<file path="config.mk">
export PLATFORM = sky130hd
export DESIGN_NAME = segmented_maxsim_score_flat
export DESIGN_NICKNAME = d
export VERILOG_FILES = /design/src/design/smss_pkg.sv /design/src/design/smss_in_if.sv /design/src/design/smss_out_if.sv /design/src/design/smss_max_table.sv /design/src/design/smss_sum_unit.sv /design/src/design/segmented_maxsim_score.sv /design/src/flat_wrapper.sv
export SDC_FILE = /design/constraint.sdc
export NUM_CORES = 1
export LEC_CHECK = 0
export ABC_AREA = 1
export BUFFER_PORTS_ARGS = -buffer_cell sky130_fd_sc_hd__buf_4
export CAP_MARGIN = 30
export CORE_AREA = 2 2 222 224
export CTS_CLUSTER_SIZE = 8
export DETAILED_ROUTE_END_ITERATION = 10
export DIE_AREA = 0 0 224 226
export PLACE_DENSITY = 0.74
export RECOVER_POWER = 100
export SYNTH_ARGS = -nofsm -noshare
export SYNTH_HDL_FRONTEND = slang
export SYNTH_SLANG_ARGS = --single-unit
</file>
<file path="constraint.sdc">
create_clock -name i_clk -period 10.7 [get_ports i_clk]
set_input_delay 0.535 -clock i_clk [delete_from_list [all_inputs] [get_ports i_clk]]
set_output_delay 0.535 -clock i_clk [all_outputs]
set_load 0.03 [all_outputs]
</file>
<file path="src/design/smss_pkg.sv">
// ----------------------------------------------------------------------------
// smss_pkg: shared types and constants for the segmented MaxSim scorer
// Field widths, the accumulator's saturation limits and the control struct
// that the top level hands to the maximum table and the sum unit.
// ----------------------------------------------------------------------------
package smss_pkg;

    localparam int SCORE_W           = 16;
    localparam int QIDX_W            = 5;
    localparam int SUM_W             = 21;
    localparam int CFG_W             = 6;
    localparam int QUERY_VECTORS_DEF = 32;
    localparam int ACTIVE_RESET      = 32;

    localparam logic signed [SUM_W-1:0] SUM_MAX = {1'b0, {(SUM_W-1){1'b1}}};
    localparam logic signed [SUM_W-1:0] SUM_MIN = {1'b1, {(SUM_W-1){1'b0}}};

    // Per-cycle control from the top level's input stage.
    typedef struct packed {
        logic fire;           // an in-range item is processed this cycle
        logic last_vector;    // the item belongs to the document's last vector
        logic end_of_vector;  // the item carries the last active query index
    } t_step_ctl;

endpackage

</file>
<file path="src/design/smss_in_if.sv">
// ----------------------------------------------------------------------------
// smss_in_if: score item channel
// Valid/ready channel that carries one similarity score and its position.
// ----------------------------------------------------------------------------
interface smss_in_if;
    logic                                  valid;
    logic                                  ready;
    logic signed [smss_pkg::SCORE_W-1:0]   score;
    logic        [smss_pkg::QIDX_W-1:0]    query_index;
    logic                                  last_vector;

    modport source (output valid, output score, output query_index,
                    output last_vector, input ready);
    modport sink   (input valid, input score, input query_index,
                    input last_vector, output ready);
endinterface

</file>
<file path="src/design/smss_out_if.sv">
// ----------------------------------------------------------------------------
// smss_out_if: document score channel
// Valid/ready channel that carries one finished document score.
// ----------------------------------------------------------------------------
interface smss_out_if;
    logic                                valid;
    logic                                ready;
    logic signed [smss_pkg::SUM_W-1:0]   doc_score;

    modport source (output valid, output doc_score, input ready);
    modport sink   (input valid, input doc_score, output ready);
endinterface

</file>
<file path="src/design/smss_max_table.sv">
// ----------------------------------------------------------------------------
// smss_max_table: per-query running maximum
// Holds one running maximum per query index and updates the addressed entry
// when an item is processed; the new maximum is also driven out.
// ----------------------------------------------------------------------------
module smss_max_table #(
    parameter int DEPTH = smss_pkg::QUERY_VECTORS_DEF,
    parameter int IDX_W = (DEPTH > 1) ? $clog2(DEPTH) : 1
) (
    input  logic                                 i_clk,
    input  logic                                 i_rst_n,
    input  smss_pkg::t_step_ctl                  i_ctl,
    input  logic [IDX_W-1:0]                     i_index,
    input  logic signed [smss_pkg::SCORE_W-1:0]  i_score,
    input  logic                                 i_doc_start,
    output logic signed [smss_pkg::SCORE_W-1:0]  o_max
);

    logic signed [smss_pkg::SCORE_W-1:0] r_max [DEPTH];
    logic signed [smss_pkg::SCORE_W-1:0] w_old;

    assign w_old = r_max[i_index];

    // The first vector of a document starts the maximum over from the score.
    assign o_max = (i_doc_start || (i_score > w_old)) ? i_score : w_old;

    always_ff @(posedge i_clk) begin
        if (!i_rst_n) begin
            for (int k = 0; k < DEPTH; k++) begin
                r_max[k] <= '0;
            end
        end else if (i_ctl.fire) begin
            r_max[i_index] <= o_max;
        end
    end

endmodule

</file>
<file path="src/design/smss_sum_unit.sv">
// ----------------------------------------------------------------------------
// smss_sum_unit: saturating document sum and result register
// Adds final maxima on a document's last vector and presents the document
// score in an output register until the downstream side takes it.
// ----------------------------------------------------------------------------
module smss_sum_unit (
    input  logic                                 i_clk,
    input  logic                                 i_rst_n,
    input  smss_pkg::t_step_ctl                  i_ctl,
    input  logic signed [smss_pkg::SCORE_W-1:0]  i_max,
    output logic                                 o_hold,
    smss_out_if.source                           o_result
);

    localparam int WIDE_W = smss_pkg::SUM_W + 1;

    logic signed [smss_pkg::SUM_W-1:0] r_sum;
    logic signed [smss_pkg::SUM_W-1:0] n_sum;
    logic signed [smss_pkg::SUM_W-1:0] r_doc_score;
    logic                              r_out_valid;
    logic signed [WIDE_W-1:0]          w_wide;
    logic signed [smss_pkg::SUM_W-1:0] w_total;
    logic                              w_emit;

    assign w_wide = WIDE_W'(r_sum) + WIDE_W'(i_max);

    always_comb begin
        priority if (w_wide > WIDE_W'(smss_pkg::SUM_MAX)) begin
            w_total = smss_pkg::SUM_MAX;
        end else if (w_wide < WIDE_W'(smss_pkg::SUM_MIN)) begin
            w_total = smss_pkg::SUM_MIN;
        end else begin
            w_total = w_wide[smss_pkg::SUM_W-1:0];
        end
    end

    assign w_emit = i_ctl.fire && i_ctl.last_vector && i_ctl.end_of_vector;

    always_comb begin
        n_sum = r_sum;
        if (i_ctl.fire && i_ctl.last_vector) begin
            n_sum = i_ctl.end_of_vector ? '0 : w_total;
        end
    end

    always_ff @(posedge i_clk) begin
        if (!i_rst_n) begin
            r_sum       <= '0;
            r_out_valid <= 1'b0;
        end else begin
            r_sum <= n_sum;
            if (w_emit) begin
                r_out_valid <= 1'b1;
            end else if (o_result.ready) begin
                r_out_valid <= 1'b0;
            end
        end
    end

    always_ff @(posedge i_clk) begin
        if (w_emit) begin
            r_doc_score <= w_total;
        end
    end

    assign o_hold             = r_out_valid && !o_result.ready;
    assign o_result.valid     = r_out_valid;
    assign o_result.doc_score = r_doc_score;

    // A finished document always shows up in the result register.
    a_emit_loads: assert property (@(posedge i_clk) disable iff (!i_rst_n)
        w_emit |=> r_out_valid)
        else $error("document end did not load the result register");

    // The accumulator starts the next document from zero.
    a_sum_cleared: assert property (@(posedge i_clk) disable iff (!i_rst_n)
        w_emit |=> (r_sum == '0))
        else $error("accumulator not cleared after a document");

    // No item is processed while a result waits on a stalled output.
    a_no_fire_on_hold: assert property (@(posedge i_clk) disable iff (!i_rst_n)
        o_hold |-> !i_ctl.fire)
        else $error("item processed while the result register is stalled");

endmodule

</file>
<file path="src/design/segmented_maxsim_score.sv">
// ----------------------------------------------------------------------------
// segmented_maxsim_score: late-interaction document scorer
// Keeps a running maximum per query index over each document and emits the
// saturated sum of those maxima after the last query of the last vector.
// ----------------------------------------------------------------------------
// Flow: the score item that ends a document waits in the input register,
//   then its document score is loaded into the result register.
// Throughput: one score item per cycle while the output is not stalled; the
//   input and result registers let a transfer happen while a score waits.
// Reset (synchronous, active low): active query count 32, all maxima zero,
//   accumulator zero, next vector treated as a document's first.
// ----------------------------------------------------------------------------
module segmented_maxsim_score #(
    parameter int QUERY_VECTORS = smss_pkg::QUERY_VECTORS_DEF
) (
    input  logic                            i_clk,
    input  logic                            i_rst_n,
    input  logic                            i_cfg_we,
    input  logic [smss_pkg::CFG_W-1:0]      i_cfg_wdata,
    smss_in_if.sink                         i_item,
    smss_out_if.source                      o_result
);

    // Only query indices that fit the 5-bit field can ever be addressed, so
    // the table is as deep as the smaller of the parameter and that range.
    localparam int IDX_SPAN = 2 ** smss_pkg::QIDX_W;
    localparam int LIM      = (QUERY_VECTORS < IDX_SPAN) ? QUERY_VECTORS : IDX_SPAN;
    localparam int IDX_W    = (LIM > 1) ? $clog2(LIM) : 1;

    // The configuration register is kept as the last active query index,
    // already clamped to 1 .. LIM queries, so the datapath only compares.
    localparam int RESET_CNT = (smss_pkg::ACTIVE_RESET < LIM) ?
                               smss_pkg::ACTIVE_RESET : LIM;

    logic [smss_pkg::QIDX_W-1:0]           r_last_idx;
    logic [smss_pkg::QIDX_W-1:0]           n_last_idx;

    // Input register: one accepted score item waiting to be processed.
    logic                                  r_in_valid;
    logic signed [smss_pkg::SCORE_W-1:0]   r_score;
    logic [smss_pkg::QIDX_W-1:0]           r_query_index;
    logic                                  r_last_vector;

    // Set while the first vector of a document is streaming.
    logic                                  r_doc_start;

    logic                                  w_hold;
    logic                                  w_advance;
    logic                                  w_in_range;
    logic signed [smss_pkg::SCORE_W-1:0]   w_max;
    smss_pkg::t_step_ctl                   w_ctl;

    // Configuration clamp: zero acts as one query, values above the table
    // depth act as the full table.
    always_comb begin
        priority if (i_cfg_wdata == '0) begin
            n_last_idx = '0;
        end else if (i_cfg_wdata > smss_pkg::CFG_W'(LIM)) begin
            n_last_idx = smss_pkg::QIDX_W'(LIM - 1);
        end else begin
            n_last_idx = smss_pkg::QIDX_W'(i_cfg_wdata - 1'b1);
        end
    end

    always_ff @(posedge i_clk) begin
        if (!i_rst_n) begin
            r_last_idx <= smss_pkg::QIDX_W'(RESET_CNT - 1);
        end else if (i_cfg_we) begin
            r_last_idx <= n_last_idx;
        end
    end

    // The input register moves on whenever the result register can take a
    // new score, i.e. it is empty or being drained in this cycle.
    assign w_advance    = !w_hold;
    assign i_item.ready = !r_in_valid || w_advance;

    always_ff @(posedge i_clk) begin
        if (!i_rst_n) begin
            r_in_valid <= 1'b0;
        end else if (i_item.ready) begin
            r_in_valid <= i_item.valid;
        end
    end

    always_ff @(posedge i_clk) begin
        if (i_item.valid && i_item.ready) begin
            r_score       <= i_item.score;
            r_query_index <= i_item.query_index;
            r_last_vector <= i_item.last_vector;
        end
    end

    // Items with an index beyond the active count leave no trace at all.
    assign w_in_range = (r_query_index <= r_last_idx);

    assign w_ctl.fire          = r_in_valid && w_advance && w_in_range;
    assign w_ctl.last_vector   = r_last_vector;
    assign w_ctl.end_of_vector = (r_query_index == r_last_idx);

    // The end of a vector decides whether the next vector opens a document:
    // only the end of a document's last vector does.
    always_ff @(posedge i_clk) begin
        if (!i_rst_n) begin
            r_doc_start <= 1'b1;
        end else if (w_ctl.fire && w_ctl.end_of_vector) begin
            r_doc_start <= r_last_vector;
        end
    end

    smss_max_table #(
        .DEPTH (LIM),
        .IDX_W (IDX_W)
    ) u_max_table (
        .i_clk       (i_clk),
        .i_rst_n     (i_rst_n),
        .i_ctl       (w_ctl),
        .i_index     (r_query_index[IDX_W-1:0]),
        .i_score     (r_score),
        .i_doc_start (r_doc_start),
        .o_max       (w_max)
    );

    smss_sum_unit u_sum_unit (
        .i_clk    (i_clk),
        .i_rst_n  (i_rst_n),
        .i_ctl    (w_ctl),
        .i_max    (w_max),
        .o_hold   (w_hold),
        .o_result (o_result)
    );

    // The stored last index never points past the table.
    a_last_idx_range: assert property (@(posedge i_clk) disable iff (!i_rst_n)
        r_last_idx <= smss_pkg::QIDX_W'(LIM - 1))
        else $error("last active query index beyond the table");

    // Ending a last vector always opens a new document.
    a_doc_reopens: assert property (@(posedge i_clk) disable iff (!i_rst_n)
        (w_ctl.fire && w_ctl.end_of_vector && w_ctl.last_vector) |=> r_doc_start)
        else $error("document start flag not set after a document end");

endmodule

</file>
<file path="src/flat_wrapper.sv">
// flat-port wrapper written by rule: the top's interface ports become plain ports
module segmented_maxsim_score_flat 
#(
    parameter int QUERY_VECTORS = smss_pkg::QUERY_VECTORS_DEF
)
  (i_clk, i_rst_n, i_cfg_we, i_cfg_wdata, i_item_valid, i_item_score, i_item_query_index, i_item_last_vector, i_item_ready, o_result_valid, o_result_doc_score, o_result_ready);
  smss_in_if i_item_i ();
  smss_out_if o_result_i ();
  input  logic i_clk;
  input  logic i_rst_n;
  input  logic i_cfg_we;
  input  logic [smss_pkg::CFG_W-1:0] i_cfg_wdata;
  input wire logic [$bits(i_item_i.valid)-1:0] i_item_valid;
  input wire logic [$bits(i_item_i.score)-1:0] i_item_score;
  input wire logic [$bits(i_item_i.query_index)-1:0] i_item_query_index;
  input wire logic [$bits(i_item_i.last_vector)-1:0] i_item_last_vector;
  output wire logic [$bits(i_item_i.ready)-1:0] i_item_ready;
  output wire logic [$bits(o_result_i.valid)-1:0] o_result_valid;
  output wire logic [$bits(o_result_i.doc_score)-1:0] o_result_doc_score;
  input wire logic [$bits(o_result_i.ready)-1:0] o_result_ready;
  assign i_item_i.valid = i_item_valid;
  assign i_item_i.score = i_item_score;
  assign i_item_i.query_index = i_item_query_index;
  assign i_item_i.last_vector = i_item_last_vector;
  assign i_item_ready = i_item_i.ready;
  assign o_result_valid = o_result_i.valid;
  assign o_result_doc_score = o_result_i.doc_score;
  assign o_result_i.ready = o_result_ready;
  segmented_maxsim_score #(.QUERY_VECTORS(QUERY_VECTORS)) u_core (.i_clk(i_clk), .i_rst_n(i_rst_n), .i_cfg_we(i_cfg_we), .i_cfg_wdata(i_cfg_wdata), .i_item(i_item_i), .o_result(o_result_i));
endmodule
</file>
# Word level (Yosys, flattened, before mapping)
# Memories as Yosys holds them, arrays and structs flattened. A register that Yosys moved wholly into a read port is not among the register bits.
# Cells that the tools add are included.
# totals
register_bits,72
ramBits,512
output_inout_bits,23
wordCells,49
memories,1
# memory_table
name,words,word_bits,rd,rd_ports_with_merged_regs,wr,line,source
u_core.u_max_table.r_max,32,16,1,1,32,smss_max_table.sv:19,logic signed [smss_pkg::SCORE_W-1:0] r_max [DEPTH];
# op_classes
add_sub_neg,2
order_cmp,5
eq_ne,1
mux,16
reduce_logical,15
# op_table
cell,count
$mux W21,3
$mux W16,2
$add A21 B16 Y22,1
$gt A22 B21 Y1 const B,1
$lt A22 B21 Y1 const B,1
$mux W5,4
$gt A16 B16 Y1,1
$reduce_or A16 Y1,1
$logic_and A1 B1 Y1,7
$mux W1,7
$gt A6 B6 Y1 const B,1
$logic_not A6 Y1,1
$eq A5 B5 Y1,1
$le A5 B5 Y1,1
$sub A5 B1 Y5 const B,1
$logic_not A1 Y1,3
$logic_or A1 B1 Y1,2
$reduce_bool A2 Y1,1

# Depth between registers and ports, before layout
# logic_depth
word_depth,10
ltp_mapped,44

# By module
# Synthesis repeated with hierarchy kept, for this count alone.
# unflattened
hier_cells,2816
hier_area_um2,27903.0
# by_module_without_submodules
mod,n_inst,cells_per_inst,area_each_um2,seq_area_each_um2
smss_max_table,1,2257,23525.1,15374.7
smss_sum_unit,1,454,3169.3,1071.0
segmented_maxsim_score,1,105,1208.7,800.8

# Worst setup path after synthesis
# Ideal clock, no wire load.
# synth_path
path_type,register to register
from,reg (tool-made name)
to,reg u_core.u_sum_unit.r_doc_score (netlist bit u_core.u_sum_unit.o_result.doc_score[0]) (data pin)
arrival_ns,4.413
setup_slack_ns,6.026
path_stages_with_launch,35
n_path_buf,7
synth_period_minus_slack_ns,4.674
cell_sequence,dfxtp_1 > buf_6 > buf_6 > buf_6 > buf_6 > nor2_1 > o221ai_1 > nand3_1 > nand3_1 > nand2_1 > ha_1 > nand2_1 > nor2_2 > nand2_1 > nor3_2 > nand2_1 > nand3b_1 > nand2_1 > nand2_4 > buf_4 > nand3_1 > nand2_2 > buf_6 > inv_2 > ha_1 > fa_1 > nand3_1 > nand3_1 > nand3b_1 > nand4_1 > nand2_1 > inv_1 > nand2_1 > buf_2 > nand2_1
# synth_lines
item,line,source
"end signal, assigned",smss_sum_unit.sv:62,r_doc_score <= w_total;
"end, declared",smss_sum_unit.sv:19,logic signed [smss_pkg::SUM_W-1:0] r_doc_score;

==> results.yml <==
sta:
  finalSetupViolCount: 0
  layout_min_cycle_time_ps: 8730
  fin_worst_hold_slack_ps: 94.1
  fmax_mhz: 115
  finalHoldViolations: 0
  clock-skew-final_ps: 29.0
  final-max-slew-violation-count: 410
  fin_crit_sh: 0.815
  worst_slew_margin_rel: -0.409
  timing_worst_slew_pin_value_ps: 2110
  setup_repair_after_global_routing_missed_its_margin: "false"
  timing.final.ws_setup_ps: 1970
  tns_ps: 0
final_layout:
  num-fill-cells: 3769
  num-nets-final: 2783
  n_antenna_cell: 0
  final_layout_size_suffix_gt1_frac: 0.0663
  post-route-util: 0.630
  synthToLayoutAreaGrowth_pct: 6.30
worst_setup_path:
  setup.worst_path.end: "u_core.u_sum_unit.r_sum[0]"
  timing.reg2reg.setup_slack_ps: 1970
  crit_path_start_kind: "flip-flop"
  critical_path_required_ps: 11180
  reg2reg_to: "u_core.u_sum_unit.r_sum[0]"
  critical_path.slowest_cell: "sky130_fd_sc_hd__nand2_1"
  setup.worst_path.end_class: "flip-flop"
  critical-path-top-cell-by-count: "sky130_fd_sc_hd__nand2_1"
  crit_arrival_ps: 9200
  timing.critical_path.slowest_cell_delay_ps: 1390
  ws_path_type: "flip-flop to flip-flop"
  critical_path_peak_fanout: 93
  rr_worst_depth: 31
power_and_ir_drop:
  pwr-share-clk: 0.413
  leakage_power_total_nw: 11.6
  power.share.combinational: 0.124
  pwr-share-seq: 0.463
  vdd_drop_max_v: 0.000155
  power_per_cell_area_nw_per_um2: 189
  p_sw_mw: 1.54
  power_report.internal_total_mw: 4.21
  total_power_mw: 5.75
  switching_portion_of_total_power: 0.267
min_path:
  min-delay-path-class: "input pin to flip-flop"
clocking:
  cts_root_buf: "sky130_fd_sc_hd__clkbuf_16"
  clkLatencyLatePin_ps: 640
  h-tree-depth: 3
  postCtsSetupBuffers: 0
  cts_hold_buf: 0
  cts_tree: "built"
  cts-buffers-inserted: 83
  cts_sinks: 589
  post_cts_resize_count: 0
  cts.clk_slew.worst_paths_ps: 50
  clock_tree.buffer_depth: 3
synth:
  synth-seq-area-share: 0.605
  yosysWarnings: 0
  synth_seq_cells: 589
  synthTopCellsByCount: "sky130_fd_sc_hd__nor2_1 (777), sky130_fd_sc_hd__edfxtp_1 (555), sky130_fd_sc_hd__nand2_1 (312)"
  cell_with_the_most_instances_after_synthesis: "sky130_fd_sc_hd__nor2_1"
  ys_top_cells_by_area: "sky130_fd_sc_hd__edfxtp_1 (58%), sky130_fd_sc_hd__nor2_1 (10%), sky130_fd_sc_hd__nand2_1 (4.1%)"
  yosysTopAreaCell: "sky130_fd_sc_hd__edfxtp_1"
  summed_instance_area_of_the_synthesized_netlist_um2: 28700
  syn-mean-instance-area_um2: 10.4
  synthDominantCellAreaShare: 0.581
  synth.distinct_cells: 37
  synthesis.instances: 2749
  dominantRegCellSynth: "sky130_fd_sc_hd__edfxtp_1"
  async_reset_ff_frac: 0
  number_of_flops_mapped_to_enable_cells_by_yosys: 555
  synth_nets: 2829
global_routing:
  grt_pass1_vias: 20400
  grt_antenna_before_repair: 0
  grt_pass1_wl_mm: 120
  pin_count_of_the_biggest_net_entering_global_routing: 139
  grt.met1_usage: 0.424
  global_route.peak_usage_layer: "met2"
  gr-usage-met3: 0.0630
  grt_usage: 0.313
  use_met2: 0.490
  grt_remaining_overflow: 0
floorplan:
  placement_rows: 81
  design.portCount: 56
  die_height_um: 226
  start_util: 0.593
  coreArea_um2: 48300
  die_x_um: 224
  die_area_um2: 50600
route:
  drt_pass1_iterations: 5
  wl_per_cell_um: 23.5
  finalWirelength_mm: 78.9
  detail_route.vias_per_cell: 6.30
  antenna_left: 0
  vias: 21100
  dr.first_iter.drc_count: 2913
  drcViolationCount: 0
run:
  max_cap_viol_count: 12
placement:
  dp_hpwl_mm: 46.6
  dp_worst_setup_slack_ps: 3120
  port-buffer-count: 55
  routability_congestion_estimate: 0.959
run_status:
  violations: "max-capacitance violations, max-slew violations"
  run_status: "complete, but fails checks"
[through the flow]
| step | std cells | cell area (µm²) |
|---|---|---|
| after floorplan | 2749 | 28700 |
| after global placement | 3235 | 28500 |
| after detailed placement | 3239 | 28600 |
| after CTS | 3351 | 30900 |
| after global routing | 3352 | 30500 |
| final | 3352 | 30500 |
[cell usage in the layout (no fill, tap or decap), types with 8 or more instances in the layout]
cell type and n:
sky130_fd_sc_hd__nor2_1 790, sky130_fd_sc_hd__edfxtp_1 555, sky130_fd_sc_hd__nand2_1 344, sky130_fd_sc_hd__o21ai_0 145, sky130_fd_sc_hd__o21bai_1 131, sky130_fd_sc_hd__o221ai_1 129, sky130_fd_sc_hd__nand3_1 121, sky130_fd_sc_hd__inv_1 103
sky130_fd_sc_hd__clkbuf_16 83, sky130_fd_sc_hd__a21oi_1 56, sky130_fd_sc_hd__clkbuf_1 55, sky130_fd_sc_hd__ha_1 46, sky130_fd_sc_hd__dfxtp_1 31, sky130_fd_sc_hd__buf_4 22, sky130_fd_sc_hd__nor2_2 16, sky130_fd_sc_hd__clkbuf_4 16
sky130_fd_sc_hd__nand3_2 15, sky130_fd_sc_hd__inv_2 8
[sequential cells by signal, summed over array words and instances, names as in the netlist, named ones only]
signal and cells:
u_core.u_max_table.r_max 512, u_core.u_sum_unit.o_result.doc_score 21, u_core.u_sum_unit.r_sum 21, u_core.r_score 16, u_core.r_last_idx 5, u_core.r_query_index 5
u_core.r_doc_start 1, u_core.r_in_valid 1, u_core.r_last_vector 1, u_core.u_sum_unit.o_result.valid 1
[power by group through the flow]
stage / Sequential [mW] / Clock, mW / Combinational [mW]
floorplan: 2.68 / 0 / 0.539
global placement: 2.70 / 0 / 0.681
detailed placement: 2.71 / 0 / 0.701
CTS: 2.66 / 2.38 / 0.706
global route: 2.67 / 2.47 / 0.770
finish: 2.66 / 2.38 / 0.712
[layer usage]
metal / wire length, µm / share of wire
met5: 0 / 0
met1: 30800 / 0.39
met4: 3330 / 0.042
met3: 8270 / 0.10
met2: 36500 / 0.46
[critical path: cells and delay by family (launching register included)]
family / cells / cell delay [ps]
and+or+nand+nor: 19 / 4700
buffers and inverters: 4 / 1080
AOI/OAI and AO/OA: 6 / 1030
DFF: 1 / 910
adders and majority gates: 2 / 740
[area by class of cell]
class,count,area (µm²),share of cell area
Sequential cell,589,17400,0.570
Inverter,114,435,0.0143
Multi-Input combinational cell,1841,9160,0.301
Tap cell,622,778,0.0255
Clock buffer,105,2170,0.0712
Clock inverter,7,114,0.00374
Timing Repair Buffer,74,452,0.0148
[kinds of logic (layout without fill, tap and decap cells)]
family                     count (synthesis)  in the layout  synth area share
buffers and inverters                    319            300            0.0653
AOI/OAI and AO/OA                        467            467             0.110
adders and majority gates                 47             47            0.0208
DFF                                      589            589             0.605
xor gates and xnor gates                  11             11           0.00336
and+or+nand+nor                         1316           1316             0.195
[worst min-delay path by stage]
stage / startpoint / end / slack (ps) / depth (start not counted)
floorplan: u_core.r_last_idx[1] / u_core.r_last_idx[1] / 440 / 2
global placement: u_core.r_last_idx[3] / u_core.r_last_idx[3] / 450 / 2
detailed placement: u_core.r_last_idx[2] / u_core.r_last_idx[2] / 460 / 2
CTS: i_item_score[0] / u_core.r_score[0] / 60 / 1
global route: i_item_score[0] / u_core.r_score[0] / 100 / 1
finish: i_item_score[0] / u_core.r_score[0] / 90 / 1
No activity file was read; power rests on OpenSTA's default activity.
